File: src/rtl/core/wsd_pkg.sv
// ----------------------------------------------------------------------------
// wsd_pkg
// Types and constants shared by the frame deframer modules.
// ----------------------------------------------------------------------------
package wsd_pkg;

   typedef enum logic [2:0] {
      PHASE_HDR0 = 3'd0,
      PHASE_HDR1 = 3'd1,
      PHASE_EXT  = 3'd2,
      PHASE_KEY  = 3'd3,
      PHASE_BODY = 3'd4
   } phase_type;

   localparam logic [6:0] LEN_CODE_EXT64 = 7'd127;
   localparam logic [6:0] LEN_CODE_EXT16 = 7'd126;
   localparam logic [3:0] EXT64_BYTES    = 4'd8;
   localparam logic [3:0] EXT16_BYTES    = 4'd2;
   localparam logic [3:0] KEY_BYTES      = 4'd4;

   typedef struct packed {
      logic       emit;
      logic [7:0] data_byte;
      logic       last_in_frame;
      logic       empty_frame;
   } parse_result_type;

endpackage

File: src/rtl/core/wsd_req_if.sv
// ----------------------------------------------------------------------------
// wsd_req_if
// Request channel: one received byte per request.
// ----------------------------------------------------------------------------
interface wsd_req_if;
   logic       valid;
   logic       ready;
   logic [7:0] rx_byte;

   modport source (output valid, output rx_byte, input ready);
   modport sink   (input valid, input rx_byte, output ready);
endinterface

File: src/rtl/core/wsd_rsp_if.sv
// ----------------------------------------------------------------------------
// wsd_rsp_if
// Response channel: one unmasked payload byte or empty-frame marker.
// ----------------------------------------------------------------------------
interface wsd_rsp_if;
   logic       valid;
   logic       ready;
   logic [7:0] data_byte;
   logic       last_in_frame;
   logic       empty_frame;

   modport source (output valid, output data_byte, output last_in_frame,
                   output empty_frame, input ready);
   modport sink   (input valid, input data_byte, input last_in_frame,
                   input empty_frame, output ready);
endinterface

File: src/rtl/core/wsd_parser.sv
// ----------------------------------------------------------------------------
// wsd_parser
// Frame header, extended length and mask key parser with payload unmasking.
// ----------------------------------------------------------------------------
module wsd_parser
   import wsd_pkg::*;
#(
   parameter int LENGTH_BITS = 32
) (
   input  logic             clock,
   input  logic             reset,
   input  logic             take,
   input  logic [7:0]       rx_byte,
   output parse_result_type result
);

   phase_type              phase_ff, phase_in;
   logic [3:0]             ext_left_ff, ext_left_in;
   logic [LENGTH_BITS-1:0] frame_length_ff, frame_length_in;
   logic [31:0]            mask_key_ff, mask_key_in;
   logic [LENGTH_BITS-1:0] position_ff, position_in;
   logic [LENGTH_BITS-1:0] position_next;
   logic [6:0]             code;
   logic [7:0]             key_byte;

   always_ff @(posedge clock) begin
      if (reset) begin
         phase_ff        <= PHASE_HDR0;
         ext_left_ff     <= 4'd0;
         frame_length_ff <= '0;
         mask_key_ff     <= 32'd0;
         position_ff     <= '0;
      end else if (take) begin
         phase_ff        <= phase_in;
         ext_left_ff     <= ext_left_in;
         frame_length_ff <= frame_length_in;
         mask_key_ff     <= mask_key_in;
         position_ff     <= position_in;
      end
   end

   assign code          = rx_byte[6:0];
   assign position_next = position_ff + {{(LENGTH_BITS-1){1'b0}}, 1'b1};

   always_comb begin
      case (position_ff[1:0])
         2'd0:    key_byte = mask_key_ff[31:24];
         2'd1:    key_byte = mask_key_ff[23:16];
         2'd2:    key_byte = mask_key_ff[15:8];
         default: key_byte = mask_key_ff[7:0];
      endcase
   end

   always_comb begin
      phase_in        = phase_ff;
      ext_left_in     = ext_left_ff;
      frame_length_in = frame_length_ff;
      mask_key_in     = mask_key_ff;
      position_in     = position_ff;
      result          = '0;
      case (phase_ff)
         PHASE_HDR1: begin
            frame_length_in = '0;
            position_in     = '0;
            if (code == LEN_CODE_EXT64) begin
               phase_in    = PHASE_EXT;
               ext_left_in = EXT64_BYTES;
            end else if (code == LEN_CODE_EXT16) begin
               phase_in    = PHASE_EXT;
               ext_left_in = EXT16_BYTES;
            end else begin
               frame_length_in = {{(LENGTH_BITS-7){1'b0}}, code};
               phase_in        = PHASE_KEY;
               ext_left_in     = KEY_BYTES;
               mask_key_in     = 32'd0;
            end
         end
         PHASE_EXT: begin
            frame_length_in = {frame_length_ff[LENGTH_BITS-9:0], rx_byte};
            ext_left_in     = ext_left_ff - 4'd1;
            if (ext_left_ff == 4'd1) begin
               phase_in    = PHASE_KEY;
               ext_left_in = KEY_BYTES;
               mask_key_in = 32'd0;
            end
         end
         PHASE_KEY: begin
            mask_key_in = {mask_key_ff[23:0], rx_byte};
            ext_left_in = ext_left_ff - 4'd1;
            if (ext_left_ff == 4'd1) begin
               position_in = '0;
               if (frame_length_ff == '0) begin
                  phase_in             = PHASE_HDR0;
                  result.emit          = 1'b1;
                  result.last_in_frame = 1'b1;
                  result.empty_frame   = 1'b1;
               end else begin
                  phase_in = PHASE_BODY;
               end
            end
         end
         PHASE_BODY: begin
            position_in          = position_next;
            result.emit          = 1'b1;
            result.data_byte     = rx_byte ^ key_byte;
            result.last_in_frame = (position_next == frame_length_ff);
            if (position_next == frame_length_ff) begin
               phase_in = PHASE_HDR0;
            end
         end
         default: begin
            phase_in = PHASE_HDR1;
         end
      endcase
   end

endmodule

File: src/rtl/core/websocket_frame_deframer.sv
// ----------------------------------------------------------------------------
// websocket_frame_deframer
// Byte-stream frame deframer: strips headers, unmasks and flags frame ends.
// ----------------------------------------------------------------------------
// One received byte is taken per cycle while the result register is empty or
// being drained. Header, length and mask key bytes give no response; each
// payload byte gives one response, and a frame of zero length gives a single
// empty-frame marker after its key. A response is registered in the result
// register in the cycle after its request is taken. A sink that is always
// ready never stalls the input.
// Frame length and payload position are LENGTH_BITS wide; longer lengths keep
// their low bits only.
// ----------------------------------------------------------------------------
module websocket_frame_deframer
   import wsd_pkg::*;
#(
   parameter int LENGTH_BITS = 32
) (
   input  logic          clock,
   input  logic          reset,
   wsd_req_if.sink       req_if,
   wsd_rsp_if.source     rsp_if
);

   parse_result_type result;
   logic             take;
   logic             rsp_valid_ff;
   logic [7:0]       rsp_data_ff;
   logic             rsp_last_ff;
   logic             rsp_empty_ff;

   assign req_if.ready = !rsp_valid_ff || rsp_if.ready;
   assign take         = req_if.valid && req_if.ready;

   wsd_parser #(
      .LENGTH_BITS (LENGTH_BITS)
   ) u_parser (
      .clock   (clock),
      .reset   (reset),
      .take    (take),
      .rx_byte (req_if.rx_byte),
      .result  (result)
   );

   always_ff @(posedge clock) begin
      if (reset) begin
         rsp_valid_ff <= 1'b0;
      end else if (take && result.emit) begin
         rsp_valid_ff <= 1'b1;
      end else if (rsp_if.ready) begin
         rsp_valid_ff <= 1'b0;
      end
   end

   always_ff @(posedge clock) begin
      if (take && result.emit) begin
         rsp_data_ff  <= result.data_byte;
         rsp_last_ff  <= result.last_in_frame;
         rsp_empty_ff <= result.empty_frame;
      end
   end

   assign rsp_if.valid         = rsp_valid_ff;
   assign rsp_if.data_byte     = rsp_data_ff;
   assign rsp_if.last_in_frame = rsp_last_ff;
   assign rsp_if.empty_frame   = rsp_empty_ff;

endmodule

File: src/flat_wrapper.sv
// flat-port wrapper written by rule: the top's interface ports become plain ports
module websocket_frame_deframer_flat import wsd_pkg::*;
#(
   parameter int LENGTH_BITS = 32
)
  (clock, reset, req_if_valid, req_if_rx_byte, req_if_ready, rsp_if_valid, rsp_if_data_byte, rsp_if_last_in_frame, rsp_if_empty_frame, rsp_if_ready);
  wsd_req_if req_if_i ();
  wsd_rsp_if rsp_if_i ();
  input  logic clock;
  input  logic reset;
  input wire logic [$bits(req_if_i.valid)-1:0] req_if_valid;
  input wire logic [$bits(req_if_i.rx_byte)-1:0] req_if_rx_byte;
  output wire logic [$bits(req_if_i.ready)-1:0] req_if_ready;
  output wire logic [$bits(rsp_if_i.valid)-1:0] rsp_if_valid;
  output wire logic [$bits(rsp_if_i.data_byte)-1:0] rsp_if_data_byte;
  output wire logic [$bits(rsp_if_i.last_in_frame)-1:0] rsp_if_last_in_frame;
  output wire logic [$bits(rsp_if_i.empty_frame)-1:0] rsp_if_empty_frame;
  input wire logic [$bits(rsp_if_i.ready)-1:0] rsp_if_ready;
  assign req_if_i.valid = req_if_valid;
  assign req_if_i.rx_byte = req_if_rx_byte;
  assign req_if_ready = req_if_i.ready;
  assign rsp_if_valid = rsp_if_i.valid;
  assign rsp_if_data_byte = rsp_if_i.data_byte;
  assign rsp_if_last_in_frame = rsp_if_i.last_in_frame;
  assign rsp_if_empty_frame = rsp_if_i.empty_frame;
  assign rsp_if_i.ready = rsp_if_ready;
  websocket_frame_deframer #(.LENGTH_BITS(LENGTH_BITS)) u_core (.clock(clock), .reset(reset), .req_if(req_if_i), .rsp_if(rsp_if_i));
endmodule
File: config.mk
export PLATFORM = sky130hd
export DESIGN_NAME = websocket_frame_deframer_flat
export DESIGN_NICKNAME = d
export VERILOG_FILES = /design/src/rtl/core/wsd_pkg.sv /design/src/rtl/core/wsd_req_if.sv /design/src/rtl/core/wsd_rsp_if.sv /design/src/rtl/core/wsd_parser.sv /design/src/rtl/core/websocket_frame_deframer.sv /design/src/flat_wrapper.sv
export SDC_FILE = /design/constraint.sdc
export NUM_CORES = 1
export LEC_CHECK = 0
export BUFFER_PORTS_ARGS = -buffer_cell sky130_fd_sc_hd__buf_2
export CAP_MARGIN = 10
export CORE_MARGIN = 3
export CORE_UTILIZATION = 45
export DETAILED_ROUTE_END_ITERATION = 12
export PLACE_DENSITY = 0.6
export SLEW_MARGIN = 20
export SYNTH_ARGS = -nofsm -noshare
export SYNTH_HDL_FRONTEND = slang
export SYNTH_SLANG_ARGS = --single-unit
File: constraint.sdc
create_clock -name clock -period 8.7 [get_ports clock]
set_input_delay 0.87 -clock clock [delete_from_list [all_inputs] [get_ports clock]]
set_output_delay 0.87 -clock clock [all_outputs]
set_load 0.01 [all_outputs]
-- Word level (Yosys, flattened, before mapping)
Index checks and enable logic that the tools add are counted.
- add/subtract/negate cells: 2
- multipliers: 0
- divide/modulo/power cells: 0
- magnitude comparators: 0
- equal/unequal tests: 15
- shift operators: 0
- muxes and demuxes: 28
- bitwise logic cells: 1
- reductions and logical operators: 16
- operators with widths (kind ; number):
    32-bit case mux with 3 select lines ; 2
    32-bit 2-to-1 mux ; 3
    32-bit case mux with 2 select lines ; 1
    32-bit by 1-bit adder with 32-bit output, second input constant ; 1
    32-bit equality test ; 1
    32-bit logical NOT ; 1
    8-bit case mux with 3 select lines ; 1
    3-bit 2-to-1 mux ; 5
    7-bit equality test, second input constant ; 2
    7-bit 2-to-1 mux ; 2
    3-bit case mux with 4 select lines ; 1
    4-bit case mux with 3 select lines ; 1
    2-bit inequality test, second input constant ; 5
    4-bit 2-to-1 mux ; 2
    8-bit XOR ; 1
    3-bit by 2-bit equality test with 1-bit output, second input constant ; 2
    1-bit 2-to-1 mux ; 6
    2-bit AND reduction ; 3
    3-bit nonzero test ; 2
    5-bit AND reduction ; 1
    4-bit by 1-bit equality test with 1-bit output, second input constant ; 1
    2-bit 2-to-1 mux ; 2
    1-bit case mux with 2 select lines ; 2
    4-bit AND reduction ; 1
    other kinds (11) ; 13
- bits in registers: 114
- bits in latches: 0
- bits in writable memories: 0
- ROM bits: 0
- output and inout port bits: 12
- memories: 0

-- Longest topological paths before layout
Gate-level depths: netlist of run 1.
- word-level depth: 6
- gate-level depth with buffers: 10

-- By module
A second synthesis of run 1 with hierarchy kept.
- cell total of the unflattened synthesis: 814
- area, all modules: 6426.2 um2
- modules (own cells, without submodules) (module ; instances ; cells an instance ; area each (um2)):
    wsd_parser ; 1 ; 798 ; 6058.3
    websocket_frame_deframer ; 1 ; 16 ; 367.9

-- Worst setup path before layout of run 1
No wires, ideal clock.
- path kind: reg2reg
- from: register u_core.u_parser.position_ff[1]
- to: register u_core.rsp_last_ff, in the netlist u_core.rsp_if.last_in_frame (data pin)
- arrival time: 2.803 ns
- data required time: 8.569 ns
- slack: 5.766 ns
- cell stages (with the launch flop): 9
- path buffers: 0
- clock period less this slack: 2.934 ns
- cell sequence: dfxtp_1 ha_1 nand3_1 or4_4 or3_1 a22oi_1 or4b_1 nor4_1 a31o_1
- RTL lines (element ; RTL line ; text):
    from (decl) ; wsd_parser.sv:21 ; logic [LENGTH_BITS-1:0] position_ff, position_in;
    from (signal assigned) ; wsd_parser.sv:38 ; position_ff <= position_in;
    to (signal assigned) ; websocket_frame_deframer.sv:58 ; rsp_last_ff <= result.last_in_frame;
    to (decl) ; websocket_frame_deframer.sv:29 ; logic rsp_last_ff;

==> results of run 1 <==
-- flip-flops by register name (all words and copies together) (netlist names), 3 cells and up --
signal,flops
u_core.u_parser.position_ff,32
u_core.u_parser.ext_left_ff,4
u_core.u_parser.frame_length_ff,32
u_core.u_parser.phase_ff,3
u_core.rsp_if.data_byte,8
u_core.u_parser.mask_key_ff,32
-- per-stage QoR --
step           utilization [%]  instances  hold WS, ns  worst slack, ns
3_3_place_gp              47.6        945        0.439             5.17
6_report                  52.3        978        0.453             5.04
5_1_grt                   52.3        978        0.469             4.79
3_5_place_dp              47.6        945        0.448             5.06
2_1_floorplan                -        806        0.431             5.77
4_1_cts                   52.1        977        0.457             5.06
-- power breakdown --
group,switching [mW],internal [mW]
clock,0.246,0.469
combinational,0.0606,0.0262
sequential,0.00948,0.535
-- cells in the final DEF (no fill, tap or decap), types with 7 or more instances in the layout --
cell	instances
nor4_1	18
inv_1	11
and4_1	7
xor2_1	11
nand3_1	52
a21oi_1	70
a222oi_1	8
nor3_1	22
clkbuf_16	18
nand4_1	16
a211oi_1	11
ha_1	7
nor2_1	104
edfxtp_1	10
o21ai_0	44
a22oi_1	36
dfxtp_1	104
nand2_1	86
buf_2	22
xnor2_1	37
or3_1	10
-- logic make-up after synthesis --
family                     share of synthesized area, %
and+or+nand+nor                                    28.7
xor gates and xnor gates                           6.70
AOI/OAI and AO/OA                                  20.6
DFF                                                38.0
buffers and inverters                              4.67
adders and majority gates                          1.40
-- worst max-delay path by stage --
stage | endpoint | start
6_report | u_core.rsp_if.last_in_frame | u_core.u_parser.position_ff[0]
3_5_place_dp | u_core.rsp_if.last_in_frame | u_core.u_parser.position_ff[0]
3_3_place_gp | u_core.rsp_if.last_in_frame | u_core.u_parser.position_ff[0]
2_1_floorplan | u_core.rsp_if.last_in_frame | u_core.u_parser.position_ff[1]
4_1_cts | u_core.rsp_if.last_in_frame | u_core.u_parser.position_ff[0]
5_1_grt | u_core.rsp_if.last_in_frame | u_core.u_parser.position_ff[0]
-- area by class of cell --
cell class              instances  area share (%)
multi-input cells             617            51.4
clock inverters                 7            1.33
repair buffers                 28            2.38
clock buffers                  25            7.34
flip-flops and latches        114            33.9
well taps                     176            3.13
inverters                      11           0.587
-- critical path: stages, from the launching register on --
cell     delay, ns
dfxtp_1       0.56
ha_1          0.33
nand3_1       0.37
or4_4         0.76
or3_1         0.37
a22oi_1       0.19
or4b_1        0.46
nor4_1        0.30
a31o_1        0.18
-- metal layers --
metal | vias up | share of wire [%] | wire length [µm]
li1 | 2906 | - | -
met5 | - | 0 | 0
met1 | 2910 | 45 | 7940
met3 | 28 | 6.0 | 1070
met4 | 0 | 2.2 | 393
met2 | 190 | 47 | 8310
==> results.py, run 1 <==
metrics = {
    "outcome": {
        "status": "finished, final reports clean",
    },
    "pwr": {
        "ir_drop_mv": 0.165,
        "total_power_mw": 1.35,
        "p_leak_nw": 2.31,
        "power_density_nw_per_um2": 191,
    },
    "worst_setup_path": {
        "start_kind": "flop",
        "r2r_slack_ns": 5.04,
        "critPathMaxFanout": 12,
        "regToRegStartpoint": "u_core.u_parser.position_ff[0]",
        "reg2reg_to": "u_core.rsp_if.last_in_frame",
        "rr_worst_depth": 8,
        "end_kind": "flop",
        "arrival_ns": 3.95,
        "path_class": "flop to flop",
        "cp.required_ns": 8.99,
    },
    "synthesis": {
        "synth_top_cell_by_area": "dfxtp_1",
        "synth-main-ff-cell": "dfxtp_1",
        "synth_area_leaders": "dfxtp_1 (33%), nor2_1 (6.2%), a21oi_1 (5.6%)",
        "synth_nets": 825,
        "seq_area_frac_synth_pct": 38.0,
        "synth-seq-cells": 114,
        "yosysWarnings": 0,
        "syn_inst": 806,
        "synth_top_cell_area_share_pct": 33.2,
        "async_reset_ff_share_pct": 0,
        "synth_common_cells": "dfxtp_1 (104), nor2_1 (104), nand2_1 (86), a21oi_1 (70), clkbuf_1 (55)",
        "netlist_area_um2": 6270,
        "synth_edf_count": 10,
        "postSynthAreaPerCell_um2": 7.78,
        "yosysUniqueCellTypes": 61,
    },
    "layout": {
        "fin_nets": 808,
        "post_route_cells_drive_above_1_share_pct": 9.35,
        "multi_input_area_um2": 3610,
        "seq_area_um2": 2380,
        "num-fill-cells": 1297,
        "antennaDiodeCount": 0,
        "final_area_um2": 7040,
        "area_growth_pct": 12.1,
    },
    "clock_network": {
        "clock_path_buffers": 2,
        "htreeDepth": 4,
        "numClockSinks": 114,
        "cts.repair.resized": 0,
        "clockRootBuffer": "clkbuf_16",
        "path_clk_slew_ns": 0.06,
        "clock_latency_ns": 0.42,
        "post_cts_buffers": 0,
        "cts_buffers": 17,
        "cts_hold_buf": 0,
        "cts_tree": "built",
    },
    "global_route": {
        "grt_overflow_total": 0,
        "antenna_found_initial": 0,
        "grt_max_degree": 105,
        "grt.busiest_layer": "met2",
        "grt_pass1_vias": 5543,
        "grt_use_total_pct": 24.2,
        "met3_usage_pct": 5.72,
        "grt_use_met2_pct": 38.1,
        "grt_pass1_wl_mm": 28.9,
        "grt.met1_usage_pct": 32.4,
    },
    "sta": {
        "tns_ns": 0,
        "period_needed_ns": 3.66,
        "relSlewSlack_pct": 24.5,
        "fmax_mhz": 273,
        "worst_slew_pin_slew_ns": 1.12,
        "finalCritPeriodShare_pct": 42.1,
        "rsz0062_at_grt": "no",
        "setup_viol": 0,
        "clock_skew_ns": 0.00697,
        "hold_viol": 0,
        "slew_viol_final": 0,
    },
    "floorplan": {
        "die_area_um2": 15400,
        "fp-row-count": 42,
        "ios": 24,
        "die_h_um": 124,
        "start_util_pct": 46.6,
        "core_um2": 13500,
        "die_w_um": 124,
    },
    "worst_hold_path": {
        "min_path_type": "flop to flop",
        "min_from": "u_core.u_parser.mask_key_ff[31]",
        "min_path_cells": 2,
        "min_to": "u_core.u_parser.mask_key_ff[31]",
    },
    "detailed_routing": {
        "ant_nets": 0,
        "drtIter0Drc": 590,
        "via_per_inst": 6.17,
        "dr.pass1.iters": 6,
        "drc_errors": 0,
        "avgRoutedWirePerCell_um": 18.1,
        "wl_mm": 17.7,
        "vias": 6034,
    },
    "place": {
        "dpl.hpwl_mm": 12.0,
        "portBuffers": 23,
        "dpl_cell_area_um2": 6400,
        "place_congestion": 0.924,
    },
    "run": {
        "max_cap_violations": 0,
    },
}
Power figures use the tool's default switching activity.
==> run 2: changes to the inputs <==
- clock period: 8.7 -> 3.5 ns (I/O delays scaled with it)
==> run 2 against run 1 <==
  * Setup slack worse by 4.6 ns
  * Count of clock-buffer cells in the layout decreased by 6
  * Via count up 1.2%
  * Global-route usage decreased by 0.093 points
  * Combinational power rose to 2.5 times the previous value
  * Clock power grew to 2.6 times the previous value
  * Fmax up 18%
  * Flip-flop and latch count unchanged
  * First-iteration DRC count fell by 9.8%
  * Routed wire length increased by 1.9%
==> results.py, run 2 (synthesis results as in run 1) <==
metrics = {
    "floorplan": {
        "fp-row-count": 42,
        "die_w_um": 124,
        "die_h_um": 124,
        "core_um2": 13500,
        "die_area_um2": 15400,
        "ios": 24,
        "start_util_pct": 46.6,
    },
    "global_route": {
        "antenna_found_initial": 0,
        "grt_overflow_total": 0,
        "grt_pass1_wl_mm": 28.7,
        "grt_max_degree": 80,
        "grt_use_total_pct": 24.1,
        "grt_pass1_vias": 5524,
    },
    "layout": {
        "postLayoutCoreUtil_pct": 53.0,
        "post_route_cells_drive_above_1_share_pct": 10.7,
        "final_cell_mix": "nor2_1 (104), dfxtp_1 (104), nand2_1 (86), a21oi_1 (70), nand3_1 (52)",
        "reg.largest.list": "u_core.u_parser.frame_length_ff x32, u_core.u_parser.mask_key_ff x32, u_core.u_parser.position_ff x32",
        "antennaDiodeCount": 0,
        "fin_nets": 819,
        "area_growth_pct": 13.6,
    },
    "sta": {
        "fin_ws_ns": 0.407,
        "relSlewSlack_pct": 27.8,
        "tns_ns": 0,
        "slew_viol_final": 0,
        "worst_slew_pin_slew_ns": 1.08,
        "fmax_mhz": 323,
        "rsz0062_at_grt": "no",
        "finalCritPeriodShare_pct": 88.4,
        "fin_hold_ws_ns": 0.229,
        "hold_viol": 0,
        "period_needed_ns": 3.09,
        "clock_skew_ns": 0.0104,
        "setup_viol": 0,
    },
    "detailed_routing": {
        "via_per_inst": 6.17,
        "dr.pass1.iters": 6,
        "vias": 6106,
        "drc_errors": 0,
        "drtIter0Drc": 532,
        "wl_mm": 18.1,
        "avgRoutedWirePerCell_um": 18.3,
        "ant_nets": 0,
    },
    "clock_network": {
        "numClockSinks": 114,
        "cts_tree": "built",
        "clockRootBuffer": "clkbuf_16",
        "cts.repair.resized": 0,
        "post_cts_buffers": 0,
        "clock_latency_ns": 0.42,
        "clock_path_buffers": 2,
        "path_clk_slew_ns": 0.06,
        "cts_hold_buf": 0,
        "cts_buffers": 17,
        "htreeDepth": 4,
    },
    "outcome": {
        "status": "finished, final reports clean",
    },
    "worst_setup_path": {
        "r2r_slack_ns": 0.41,
        "start_kind": "flop",
        "rr_worst_depth": 8,
        "cp.required_ns": 3.79,
        "end_kind": "flop",
        "reg2reg_to": "u_core.rsp_if.last_in_frame",
        "arrival_ns": 3.38,
        "critPathMaxFanout": 12,
        "regToRegStartpoint": "u_core.u_parser.position_ff[0]",
        "path_class": "flop to flop",
    },
    "pwr": {
        "ir_drop_mv": 0.359,
        "p_leak_nw": 2.38,
        "power_density_nw_per_um2": 482,
    },
    "place": {
        "dpl.hpwl_mm": 12.3,
        "pre_cts_ws_ns": 0.398,
        "portBuffers": 23,
        "place_congestion": 0.911,
    },
    "run": {
        "max_cap_violations": 0,
    },
    "worst_hold_path": {
        "min_from": "req_if_rx_byte[4]",
        "min_path_cells": 3,
        "min_path_type": "input port to flop",
        "min_to": "u_core.u_parser.mask_key_ff[4]",
    },
}
run 2: changes by cell type in the layout (fill, tap and decap cells not counted), sizes merged:
cell,change
clkinvlp,-2
clkinv,+3
inv,+5
buf,+11
clkbuf,-6
run 2: worst max-delay path by stage:
stage,startpoint,endpoint,slack [ns],depth (start not counted)
after CTS,u_core.u_parser.position_ff[4],u_core.rsp_if.last_in_frame,0.42,7
final,u_core.u_parser.position_ff[0],u_core.rsp_if.last_in_frame,0.41,8
after global routing,u_core.u_parser.position_ff[4],u_core.rsp_if.last_in_frame,0.18,7
after detailed placement,u_core.u_parser.position_ff[4],u_core.rsp_if.last_in_frame,0.40,7
after floorplan,u_core.u_parser.position_ff[1],u_core.rsp_if.last_in_frame,0.57,8
after global placement,u_core.u_parser.position_ff[0],u_core.rsp_if.last_in_frame,0.48,8
run 2: cell type report:
type	count	area, µm²
fill	1333	6330
tap	176	220
clock inverter	13	160
timing repair buffer	39	238
inverter	11	41.3
clock buffer	19	475
multi-input combinational	617	3610
sequential	114	2380
run 2: worst max-delay path, stage by stage, from the launching register on:
cell	delay (ns)
dfxtp_1	0.33
ha_1	0.26
nand3_1	0.14
or4_4	0.69
or3_1	0.39
a22oi_1	0.21
or4b_1	0.46
nor4_1	0.31
a31o_1	0.18
run 2: where the power goes:
group | internal (mW) | switching [mW]
Sequential | 1.33 | 0.0237
Clock | 1.16 | 0.708
Combinational | 0.0669 | 0.151
run 2: through the flow:
stage | instances | total power [mW] | cell area [µm²]
after floorplan | 806 | 1.53 | 6270
after global placement | 957 | 1.59 | 6490
after detailed placement | 957 | 1.60 | 6490
after CTS | 989 | 3.46 | 7130
after global routing | 989 | 3.55 | 7130
final | 989 | 3.44 | 7130
run 2: per-layer routing:
| metal | routed length, µm | vias to the layer above | GRT usage [%] |
|---|---|---|---|
| met5 | 0 | - | 0 |
| met4 | 393 | 0 | 8.97 |
| met3 | 1140 | 31 | 5.27 |
| met2 | 8400 | 201 | 38.3 |
| met1 | 8130 | 2943 | 32.1 |
| li1 | - | 2931 | - |
